$ cat config.mk
export PLATFORM = sky130hd
export DESIGN_NAME = button_debounce_long_press
export DESIGN_NICKNAME = d
export VERILOG_FILES = /design/src/rtl/bdlp_pkg.sv /design/src/rtl/bdlp_core.sv /design/src/rtl/button_debounce_long_press.sv
export SDC_FILE = /design/constraint.sdc
export NUM_CORES = 1
export LEC_CHECK = 0
export BUFFER_PORTS_ARGS = -buffer_cell sky130_fd_sc_hd__buf_2
export CAP_MARGIN = 25
export CORE_MARGIN = 2
export CORE_UTILIZATION = 25
export CTS_BUF_LIST = sky130_fd_sc_hd__clkbuf_16
export CTS_CLUSTER_DIAMETER = 150
export DETAILED_ROUTE_END_ITERATION = 6
export MAX_ROUTING_LAYER = met4
export PLACE_DENSITY = 0.39
export SLEW_MARGIN = 10
export SYNTH_ARGS = -nofsm -noshare
export SYNTH_HDL_FRONTEND = slang
export SYNTH_SLANG_ARGS = --single-unit
$ cat constraint.sdc
create_clock -name clk -period 15 [get_ports clk]
set_input_delay 3.75 -clock clk [delete_from_list [all_inputs] [get_ports clk]]
set_output_delay 3.75 -clock clk [all_outputs]
set_load 0.01 [all_outputs]
$ cat src/rtl/bdlp_pkg.sv
// ----------------------------------------------------------------------------
// bdlp_pkg
// Shared types and constants for the button debouncer with long-press detect.
// ----------------------------------------------------------------------------
package bdlp_pkg;

  localparam int unsigned TimeW     = 32;
  localparam int unsigned DebounceW = 16;
  localparam int unsigned CfgDataW  = 32;
  localparam int unsigned CfgIdxW   = 1;
  localparam int unsigned InDataW   = 40;
  localparam int unsigned OutDataW  = 8;

  // Configuration register indexes.
  localparam logic [CfgIdxW-1:0] CfgDebounceMs = 1'd0;
  localparam logic [CfgIdxW-1:0] CfgHoldMs     = 1'd1;

  // Reset values of the configuration registers.
  localparam logic [DebounceW-1:0] DebounceMsReset = 16'd50;
  localparam logic [TimeW-1:0]     HoldMsReset     = 32'd1000;

  // One sample tick.
  typedef struct packed {
    logic             pin_level;
    logic [TimeW-1:0] now_ms;
  } item_t;

  // One evaluation result.
  typedef struct packed {
    logic held;
    logic released;
    logic held_long;
    logic held_long_once;
  } result_t;

endpackage

$ cat src/rtl/bdlp_core.sv
// ----------------------------------------------------------------------------
// bdlp_core
// Debounce and long-hold evaluation with its state and configuration.
// ----------------------------------------------------------------------------
module bdlp_core (
  input  logic                            clk,
  input  logic                            rst_n,
  input  logic                            cfg_wr_en,
  input  logic [bdlp_pkg::CfgIdxW-1:0]    cfg_index,
  input  logic [bdlp_pkg::CfgDataW-1:0]   cfg_wdata,
  input  logic                            step_en,
  input  bdlp_pkg::item_t                 item,
  output bdlp_pkg::result_t               result
);
  import bdlp_pkg::*;

  logic [DebounceW-1:0] debounce_ms_r;
  logic [TimeW-1:0]     hold_ms_r;

  logic             last_level_r,   last_level_nxt;
  logic [TimeW-1:0] change_time_r,  change_time_nxt;
  logic             was_held_r,     was_held_nxt;
  logic [TimeW-1:0] hold_start_r,   hold_start_nxt;
  logic             hold_running_r, hold_running_nxt;
  logic [TimeW-1:0] hold_elapsed_r, hold_elapsed_nxt;
  logic             long_fired_r,   long_fired_nxt;

  logic [TimeW-1:0] stable_time;
  logic             held;
  logic             longh;

  always_comb begin
    change_time_nxt = (item.pin_level != last_level_r) ? item.now_ms : change_time_r;
    last_level_nxt  = item.pin_level;
    stable_time     = item.now_ms - change_time_nxt;
    held            = (stable_time > {{(TimeW-DebounceW){1'b0}}, debounce_ms_r}) &&
                      !item.pin_level;
    was_held_nxt    = held;

    hold_start_nxt   = hold_start_r;
    hold_running_nxt = hold_running_r;
    hold_elapsed_nxt = hold_elapsed_r;
    if (held) begin
      if (!hold_running_r) begin
        hold_start_nxt   = item.now_ms;
        hold_running_nxt = 1'b1;
      end else begin
        hold_elapsed_nxt = item.now_ms - hold_start_r;
      end
    end else begin
      hold_start_nxt   = '0;
      hold_running_nxt = 1'b0;
      hold_elapsed_nxt = '0;
    end

    longh          = held && (hold_elapsed_nxt >= hold_ms_r);
    long_fired_nxt = longh;

    result.held           = held;
    result.released       = !held && was_held_r;
    result.held_long      = longh;
    result.held_long_once = longh && !long_fired_r;
  end

  always_ff @(posedge clk) begin
    if (!rst_n) begin
      debounce_ms_r <= DebounceMsReset;
      hold_ms_r     <= HoldMsReset;
    end else if (cfg_wr_en) begin
      case (cfg_index)
        CfgDebounceMs: debounce_ms_r <= cfg_wdata[DebounceW-1:0];
        CfgHoldMs:     hold_ms_r     <= cfg_wdata[TimeW-1:0];
        default: ;
      endcase
    end
  end

  always_ff @(posedge clk) begin
    if (!rst_n) begin
      last_level_r   <= 1'b1;
      change_time_r  <= '0;
      was_held_r     <= 1'b0;
      hold_start_r   <= '0;
      hold_running_r <= 1'b0;
      hold_elapsed_r <= '0;
      long_fired_r   <= 1'b0;
    end else if (step_en) begin
      last_level_r   <= last_level_nxt;
      change_time_r  <= change_time_nxt;
      was_held_r     <= was_held_nxt;
      hold_start_r   <= hold_start_nxt;
      hold_running_r <= hold_running_nxt;
      hold_elapsed_r <= hold_elapsed_nxt;
      long_fired_r   <= long_fired_nxt;
    end
  end

endmodule

$ cat src/rtl/button_debounce_long_press.sv
// ----------------------------------------------------------------------------
// button_debounce_long_press
// Debounces an active-low button and reports release and long-hold events.
// ----------------------------------------------------------------------------
// Each word on the input stream is one sample tick: the raw button level
// (0 means pressed) and a free-running millisecond timestamp. Each tick
// yields exactly one result word on the output stream: held, released,
// held_long and held_long_once, all computed from a single debounce
// evaluation of that tick.
// The tick is first captured in an input register. The evaluation and the
// state update happen in the cycle the registered tick moves into the output
// register, from which the result is offered on the output stream.
// Throughput is one word per cycle while the receiver keeps taking results;
// the only loop is the state update of the evaluation core.
// When the receiver stalls, the finished result waits in the output register
// and one more tick can still be taken into the input register; after that
// in_tready drops until the result is taken.
// Reset (rst_n low at a clock edge) empties both registers, restores the
// configuration to debounce_ms = 50 and hold_ms = 1000, and returns the
// button state to "not pressed". Configuration writes take effect at once
// and belong while no word is in flight.
// ----------------------------------------------------------------------------
module button_debounce_long_press (
  input  logic                            clk,
  input  logic                            rst_n,
  // Input stream. Fields from bit 0: pin_level[0], now_ms[32:1], zero pad.
  input  logic                            in_tvalid,
  output logic                            in_tready,
  input  logic [bdlp_pkg::InDataW-1:0]    in_tdata,
  // Result stream. Fields from bit 0: held, released, held_long,
  // held_long_once, zero pad.
  output logic                            out_tvalid,
  input  logic                            out_tready,
  output logic [bdlp_pkg::OutDataW-1:0]   out_tdata,
  // Configuration write port.
  input  logic                            cfg_wr_en,
  input  logic [bdlp_pkg::CfgIdxW-1:0]    cfg_index,
  input  logic [bdlp_pkg::CfgDataW-1:0]   cfg_wdata
);
  import bdlp_pkg::*;

  // Input register holding one accepted tick.
  logic    in_valid_r;
  item_t   in_item_r;

  // Output register holding one finished result.
  logic    out_valid_r;
  result_t out_res_r;

  result_t eval_res;
  logic    advance;

  // The registered tick moves on whenever the output register is empty or
  // is being emptied in this cycle.
  assign advance   = in_valid_r && (!out_valid_r || out_tready);
  assign in_tready = !in_valid_r || advance;

  bdlp_core u_core (
    .clk       (clk),
    .rst_n     (rst_n),
    .cfg_wr_en (cfg_wr_en),
    .cfg_index (cfg_index),
    .cfg_wdata (cfg_wdata),
    .step_en   (advance),
    .item      (in_item_r),
    .result    (eval_res)
  );

  always_ff @(posedge clk) begin
    if (!rst_n) begin
      in_valid_r <= 1'b0;
    end else if (in_tready) begin
      in_valid_r <= in_tvalid;
    end
  end

  always_ff @(posedge clk) begin
    if (in_tready && in_tvalid) begin
      in_item_r.pin_level <= in_tdata[0];
      in_item_r.now_ms    <= in_tdata[TimeW:1];
    end
  end

  always_ff @(posedge clk) begin
    if (!rst_n) begin
      out_valid_r <= 1'b0;
    end else if (advance) begin
      out_valid_r <= 1'b1;
    end else if (out_tready) begin
      out_valid_r <= 1'b0;
    end
  end

  always_ff @(posedge clk) begin
    if (advance) begin
      out_res_r <= eval_res;
    end
  end

  assign out_tvalid = out_valid_r;
  assign out_tdata  = {{(OutDataW-4){1'b0}}, out_res_r.held_long_once,
                       out_res_r.held_long, out_res_r.released, out_res_r.held};

endmodule

==> results of run 1 <==
-- worst reg2reg max path: cells and delay by family (launching register included) --
family                   cells  cell delay [ps]
AND/OR/NAND/NOR             10             2230
buffers and inverters        2              600
adder cells (fa/ha/maj)      4             1090
AO/OA/AOI/OAI               17             3490
XOR/XNOR                     2              910
flip-flops                   1              520
-- per-stage QoR --
step           util [%]  total power [mW]  instances  hold slack [ps]
4_1_cts           28.60             1.471       2240            459.4
5_1_grt           28.66             1.534       2242            478.1
3_3_place_gp      27.30            0.9626       2207            432.2
2_1_floorplan         -            0.8418       1532            417.1
3_5_place_dp      27.33            0.9637       2208            440.7
6_report          28.66             1.444       2243            455.7
-- layout by cell type, fill, tap and decap left out, types with 9 or more instances in the layout --
cell       instances
a211oi_1          12
a21boi_0          58
a21o_1            30
a21oi_1          113
a31oi_1           16
buf_2             76
buf_4             15
clkbuf_16         18
dfxtp_1          149
edfxtp_1          37
ha_1             100
inv_1            147
mux2i_1           23
nand2_1          227
nand2b_1          25
nand3_1           18
nand4_1           23
nor2_1           106
nor2b_1           25
nor3_1             9
o211a_1           24
o211ai_1          21
o21a_1            12
o21ai_0           52
o22ai_1           45
o31ai_1           17
o32ai_1            9
xnor2_1           38
xor2_1            14
-- cell type report --
type	count	area share, %
Tap cell	664	5.934
Clock buffer	18	3.217
Sequential cell	186	29.24
Clock inverter	14	1.215
Multi-Input combinational cell	1117	52.56
Antenna cell	1	0.01787
Inverter	149	3.995
Timing Repair Buffer	94	3.825
-- kinds of logic after synthesis --
| family | after synthesis | synth area share (%) |
|---|---|---|
| xor gates and xnor gates | 54 | 3.837 |
| muxes | 25 | 2.081 |
| AOI/OAI and AO/OA | 459 | 25.60 |
| other | 1 | 0.03042 |
| buffers and inverters | 229 | 7.329 |
| DFF | 186 | 33.21 |
| and+or+nand+nor | 469 | 17.19 |
| adders and majority gates | 106 | 10.72 |
-- worst min-delay path by stage --
| stage | endpoint | slack (ps) | cells after the start |
|---|---|---|---|
| finish | u_core.hold_elapsed_r[18] | 460 | 2 |
| global route | u_core.hold_elapsed_r[26] | 480 | 2 |
| CTS | u_core.hold_elapsed_r[19] | 460 | 2 |
| detailed placement | u_core.hold_elapsed_r[18] | 440 | 2 |
| global placement | u_core.hold_elapsed_r[19] | 430 | 2 |
| floorplan | u_core.hold_elapsed_r[13] | 420 | 2 |
-- routing by layer --
metal	part of all wire [%]	global-route usage [%]	routed length (um)	up-vias
li1	-	-	-	5449
met2	46	25.46	17630	158
met4	2.2	5.115	840	0
met1	49	20.89	19020	5123
met5	0	-	0	-
met3	2.7	3.018	1030	36
-- report_power, final --
part           internal, mW  switching (mW)
logic                 0.152           0.249
registers             0.532          0.0185
clock network         0.250           0.242
total                 0.934           0.510
-- synthesized netlist by cell type, drive strengths merged, types with 25 or more instances --
cell and count:
nand2b 25, a21oi 113, o21ai 54, inv 148, nor2 106, edfxtp 37, o22ai 45, a21boi 58
xnor2 39, nor2b 25, clkbuf 56, dfxtp 149, a21o 30, ha 100, nand2 228
-- state kept, by name, indices dropped and copies added, names as in the netlist --
signal,count
u_core.hold_ms_r,32
u_core.was_held_r,1
u_core.long_fired_r,1
u_core.change_time_r,32
in_valid_r,1
out_tvalid,1
out_tdata,4
u_core.debounce_ms_r,16
in_item_r,33
u_core.last_level_r,1
u_core.hold_start_r,32
u_core.hold_elapsed_r,32
==> run summary, run 1 <==
status = finished clean
post-synthesis sequential area ratio = 33.21%
Final WS setup = 5876 ps
number of fill cells = 5404
Die Y = 226.0 um
r2r endpoint = out_tdata[3]
Synth Register Bits = 186
Routed WL per cell = 17.17 um
Critical Path Sink = out_tdata[3]
fin crit share = 60.83%
CTS buffer count = 17
core area = 48850 um2
routed via count = 10770
post-CTS setup buffers = 0
RR Startpoint = in_item_r[32]
crit-path max cell delay = 600 ps
HP Class = reg2reg
P_leak = 5.549 nW
Layout area overhead = 13.59%
maxcap violations = 0
CTS sink count = 186
Crit path arrival time = 9330 ps
Netlist Area Pre-Place = 12330 um2
final net count = 1744
Final setup viols = 0
Levels on crit path = 35
flop2flop setup slack = 5880 ps
Post-DP Area = 13350 um2
CP Capture Type = flip-flop
clk root buf = clkbuf_16
number of enable flip-flop cells after synthesis = 37
die area = 51090 um2
clk_lat worst skew = 490 ps
final setup TNS = 0 ps
largest net degree at the start of global routing = 85
Clock Path Buffers = 2
# DRC = 0
Max Slew Vio Count = 0
Initial DRC Count = 521
crit start category = flip-flop
final RePlAce weighted congestion = 0.8528
Post-synth top flop = dfxtp_1
achievable clock frequency = 0.1096 GHz
Buf/Inv on CP = 2
pwr/cell area = 103.1 nW/um2
GRT Residual Overflow = 0
CTS H-tree depth = 4
Max-slew headroom = 37.88%
area of the multi-input gates = 7358 um2
final hold violation count = 0
Mean Syn Cell Area = 8.061 um2
TritonCTS clock tree = done
clock skew = 15.93 ps
# resized after CTS = 0
drt pass-1 iters = 5
port buffer count = 76
Slowest-stage cell, CP = xnor2_2
cell type with the highest aggregate area in the netlist = dfxtp_1
largest vdd supply drop = 0.00009111 V
Hold-fix buffers, CTS = 0
Yosys Warn Count = 0
Post-Layout Inst Area = 14000 um2
io pins = 88
initial antenna violation count = 0
Unique masters post-synth = 74
Via density = 4.800
vias in the first global route = 10640
Crit path max-delay family = compound AO/OA/AOI/OAI gates
Max Fanout on Critical Path = 65
Initial Util = 25.23%
Clk pin slew, worst setup/hold paths = 80 ps
Reg area = 4094 um2
worst r2r path cells = 35
ANT nets after route = 0
CP most frequent cell = ha_1
Async S/R FF share, synth = 0%
crit path time final = 9124 ps
min-delay src = u_core.hold_elapsed_r[18]
largest cells by area after synthesis = dfxtp_1 24%, ha_1 10%, edfxtp_1 9.0%
Crit path required time = 15210 ps
Cells after Synth = 1529
drt total wl = 38.52 mm
GRT Overall Usage = 16.15%
worst-margin pin slew = 931.8 ps
die width = 226.0 um
first-pass GRT wire length = 60.88 mm
area fraction of the dominant cell type after synthesis = 24.20%
pre-CTS WS = 5846 ps
RSZ-0062 raised after global routing = false
share of layout cells above drive strength 1 = 9.569%
DP HPWL = 29.45 mm
Crit Path Class = reg2reg
Critical Path Start = in_item_r[32]
row cnt = 81
(Power assumes the default switching activity.)
==> run 2, diff against run 1 <==
--- a/config.mk
+++ b/config.mk
@@ -5,6 +5,7 @@
 export SDC_FILE = /design/constraint.sdc
 export NUM_CORES = 1
 export LEC_CHECK = 0
+export ABC_AREA = 1
 export BUFFER_PORTS_ARGS = -buffer_cell sky130_fd_sc_hd__buf_2
 export CAP_MARGIN = 25
 export CORE_MARGIN = 2
==> constraint.sdc (replaced) <==
create_clock -name clk -period 9.6 [get_ports clk]
set_input_delay 2.4 -clock clk [delete_from_list [all_inputs] [get_ports clk]]
set_output_delay 2.4 -clock clk [all_outputs]
set_load 0.01 [all_outputs]
==> run summary, run 2 <==
largest vdd supply drop = 0.0001466 V (+61%)
P_leak = 6.752 nW (+22%)
Crit path required time = 9940 ps (-5270 ps)
Hold-fix buffers, CTS = 0 (unchanged)
Max-slew headroom = 41.61% (+3.7 points)
number of enable flip-flop cells after synthesis = 37 (unchanged)
Post-DP Area = 13660 um2 (+2.3%)
Post-Layout Inst Area = 14250 um2 (+1.8%)
CP Capture Type = flip-flop
CTS sink count = 186 (unchanged)
clk root buf = clkbuf_16
Crit path arrival time = 7700 ps (-1630 ps)
Cells after Synth = 1862 (+22%)
RR Startpoint = in_item_r[32]
Synth Register Bits = 186 (unchanged)
crit path time final = 7361 ps (-1763 ps)
maxcap violations = 0 (unchanged)
Via density = 4.545 (-5.3%)
WHS Endpoint = u_core.hold_start_r[27]
cell type with the highest aggregate area in the netlist = dfxtp_1
post-CTS setup buffers = 0 (unchanged)
final setup TNS = 0 ps (unchanged)
worst-margin pin slew = 875.9 ps (-55.88 ps)
max reg flops = 33 (unchanged)
pre-CTS WS = 2189 ps (-3657 ps)
Clk pin slew, worst setup/hold paths = 70 ps (about the same)
largest net degree at the start of global routing = 71 (-16%)
routed via count = 11750 (+9.1%)
drt total wl = 40.90 mm (+6.2%)
Async S/R FF share, synth = 0% (unchanged)
fin cells = 2585 (+15%)
die width = 229.2 um (+1.4%)
GRT Residual Overflow = 0 (unchanged)
min-delay src = u_core.hold_start_r[27]
share of layout cells above drive strength 1 = 8.625% (-0.94 points)
crit start category = flip-flop
Overall Power = 2.238 mW (+55%)
core area = 50070 um2 (+2.5%)
Placed Cells = 2553 (+16%)
number of fill cells = 5610 (+3.8%)
Slowest-stage cell, CP = nand2_4
fin crit share = 76.68% (+16 points)
top post-synthesis cells by count = 421 x nand2_1, 307 x inv_1, 215 x a21oi_1
Crit Path Class = reg2reg
Max Slew Vio Count = 0 (unchanged)
status = finished clean
# DRC = 0 (unchanged)
Fin Hold WS = 462.8 ps (+7.082 ps)
leading cell type in the layout, fill and taps excluded = nand2_1
HP Class = reg2reg
die area = 52520 um2 (+2.8%)
Clock Path Buffers = 2 (unchanged)
final net count = 2079 (+19%)
crit-path max cell delay = 580 ps (-20 ps)
Die Y = 229.2 um (+1.4%)
Compound-Gate Fraction of Synth Area = 18.51% (-7.1 points)
final hold violation count = 0 (unchanged)
XOR/XNOR Fraction of Synth Area = 1.727% (-2.1 points)
cell with the most instances after synthesis = nand2_1
worst r2r path cells = 42 (+20%)
# resized after CTS = 0 (unchanged)
Layout area overhead = 12.41%
drt pass-1 iters = 5 (unchanged)
Initial Util = 25.32% (+0.086 points)
Layout Utilization = 28.46% (-0.20 points)
Post-Synth Adder-Cell Area = 10.03% (-0.69 points)
Mean Syn Cell Area = 6.808 um2 (-16%)
Reg area = 4094 um2 (unchanged)
TritonCTS clock tree = done
hold path cells = 2 (unchanged)
r2r endpoint = out_tdata[3]
final RePlAce weighted congestion = 0.8635 (+1.3%)
area fraction of the dominant cell type after synthesis = 23.53% (-0.67 points)
clk_lat worst skew = 480 ps (about the same)
row cnt = 82 (+1.2%)
RSZ-0062 raised after global routing = false
DP HPWL = 31.68 mm (+7.6%)
CTS H-tree depth = 4 (unchanged)
Max Fanout on Critical Path = 64 (-1.5%)
Final setup viols = 0 (unchanged)
vias in the first global route = 11200 (+5.3%)
Antenna Cells = 0 (-1)
Initial DRC Count = 779 (+50%)
Unique masters post-synth = 47 (-36%)
Reg with most FFs = in_item_r
CP most frequent cell = nand2_1
GRT Overall Usage = 16.32% (+0.17 points)
clock skew = 11.59 ps (-4.341 ps)
initial antenna violation count = 0 (unchanged)
io pins = 88 (unchanged)
Routed WL per cell = 15.82 um (-7.9%)
CTS buffer count = 17 (unchanged)
Post-Synth Simple-Gate Area = 23.98% (+6.8 points)
most frequent cells in the layout = 421 x nand2_1, 309 x inv_1, 215 x a21oi_1
achievable clock frequency = 0.1359 GHz (+24%)
Post-synth top flop = dfxtp_1
Yosys Warn Count = 0 (unchanged)
Final WS setup = 2239 ps (-3637 ps)
flop2flop setup slack = 2240 ps (-3640 ps)
pwr/cell area = 157.1 nW/um2 (+52%)
ANT nets after route = 0 (unchanged)
area of the multi-input gates = 7063 um2 (-4.0%)
largest cells by area after synthesis = dfxtp_1 24%, nand2_1 12%, ha_1 9.9%
largest family of logic cells by synthesized area = simple AND/OR/NAND/NOR gates
port buffer count = 76 (unchanged)
post-synthesis mux area share = 1.342% (-0.74 points)
first-pass GRT wire length = 64.37 mm (+5.7%)
Netlist Area Pre-Place = 12680 um2 (+2.8%)
post-synthesis sequential area ratio = 32.30% (-0.92 points)
==> run 2: cell count changes in the layout (fill, tap and decap cells not counted), sizes merged, moves of 23 or more <==
cell / before / now
nand2: 228 / 430
a21oi: 113 / 215
a21boi: 58 / 3
nand3: 18 / 89
xnor2: 39 / 7
nand2b: 25 / 0
a21o: 30 / 1
o22ai: 45 / 0
o21ai: 54 / 158
inv: 158 / 329
o211a: 24 / 1
nor2b: 25 / 0
==> run 2: metal layers <==
metal / track usage [%] / vias to the layer above / part of all wire, %
met5: - / - / 0
met4: 4.830 / 0 / 1.4
met3: 2.266 / 25 / 3.1
met2: 23.84 / 170 / 42
met1: 23.23 / 5363 / 53
li1: - / 6190 / -
==> run 2: critical path: cells and delay by family, from the launching register on <==
| family | cells | cell delay, ps |
|---|---|---|
| xor gates and xnor gates | 1 | 340 |
| and+or+nand+nor | 25 | 3140 |
| DFF | 1 | 510 |
| buffers and inverters | 5 | 850 |
| adders and majority gates | 3 | 870 |
| AOI/OAI and AO/OA | 8 | 1430 |
==> run 2: kinds of logic after synthesis <==
family                     Yosys count
AOI/OAI and AO/OA                  436
xor gates and xnor gates            25
buffers and inverters              391
and+or+nand+nor                    705
DFF                                186
adders and majority gates          101
muxes                               17
other                                1
==> run 2: area by class of cell <==
cell class | instances | area share (%)
Tap cell | 672 | 5.901
Sequential cell | 186 | 28.73
Inverter | 322 | 8.491
Multi-Input combinational cell | 1288 | 49.57
Timing Repair Buffer | 85 | 3.144
Clock buffer | 17 | 2.986
Clock inverter | 15 | 1.177
==> run 2: report_power, final <==
group	total, mW	internal (mW)	switching (mW)
Clock	0.744	0.389	0.355
Combinational	0.616	0.209	0.406
Sequential	0.879	0.845	0.0335
Total	2.24	1.44	0.794
==> run 2: worst max-delay path by stage <==
stage | start | depth (start not counted) | endpoint | slack (ps)
2_1_floorplan | in_item_r[32] | 43 | out_tdata[3] | 3870
3_3_place_gp | in_item_r[32] | 42 | out_tdata[3] | 2220
3_5_place_dp | in_item_r[32] | 42 | out_tdata[3] | 2190
4_1_cts | in_item_r[32] | 42 | out_tdata[3] | 2150
5_1_grt | in_item_r[32] | 42 | out_tdata[3] | 1340
6_report | in_item_r[32] | 42 | out_tdata[3] | 2240
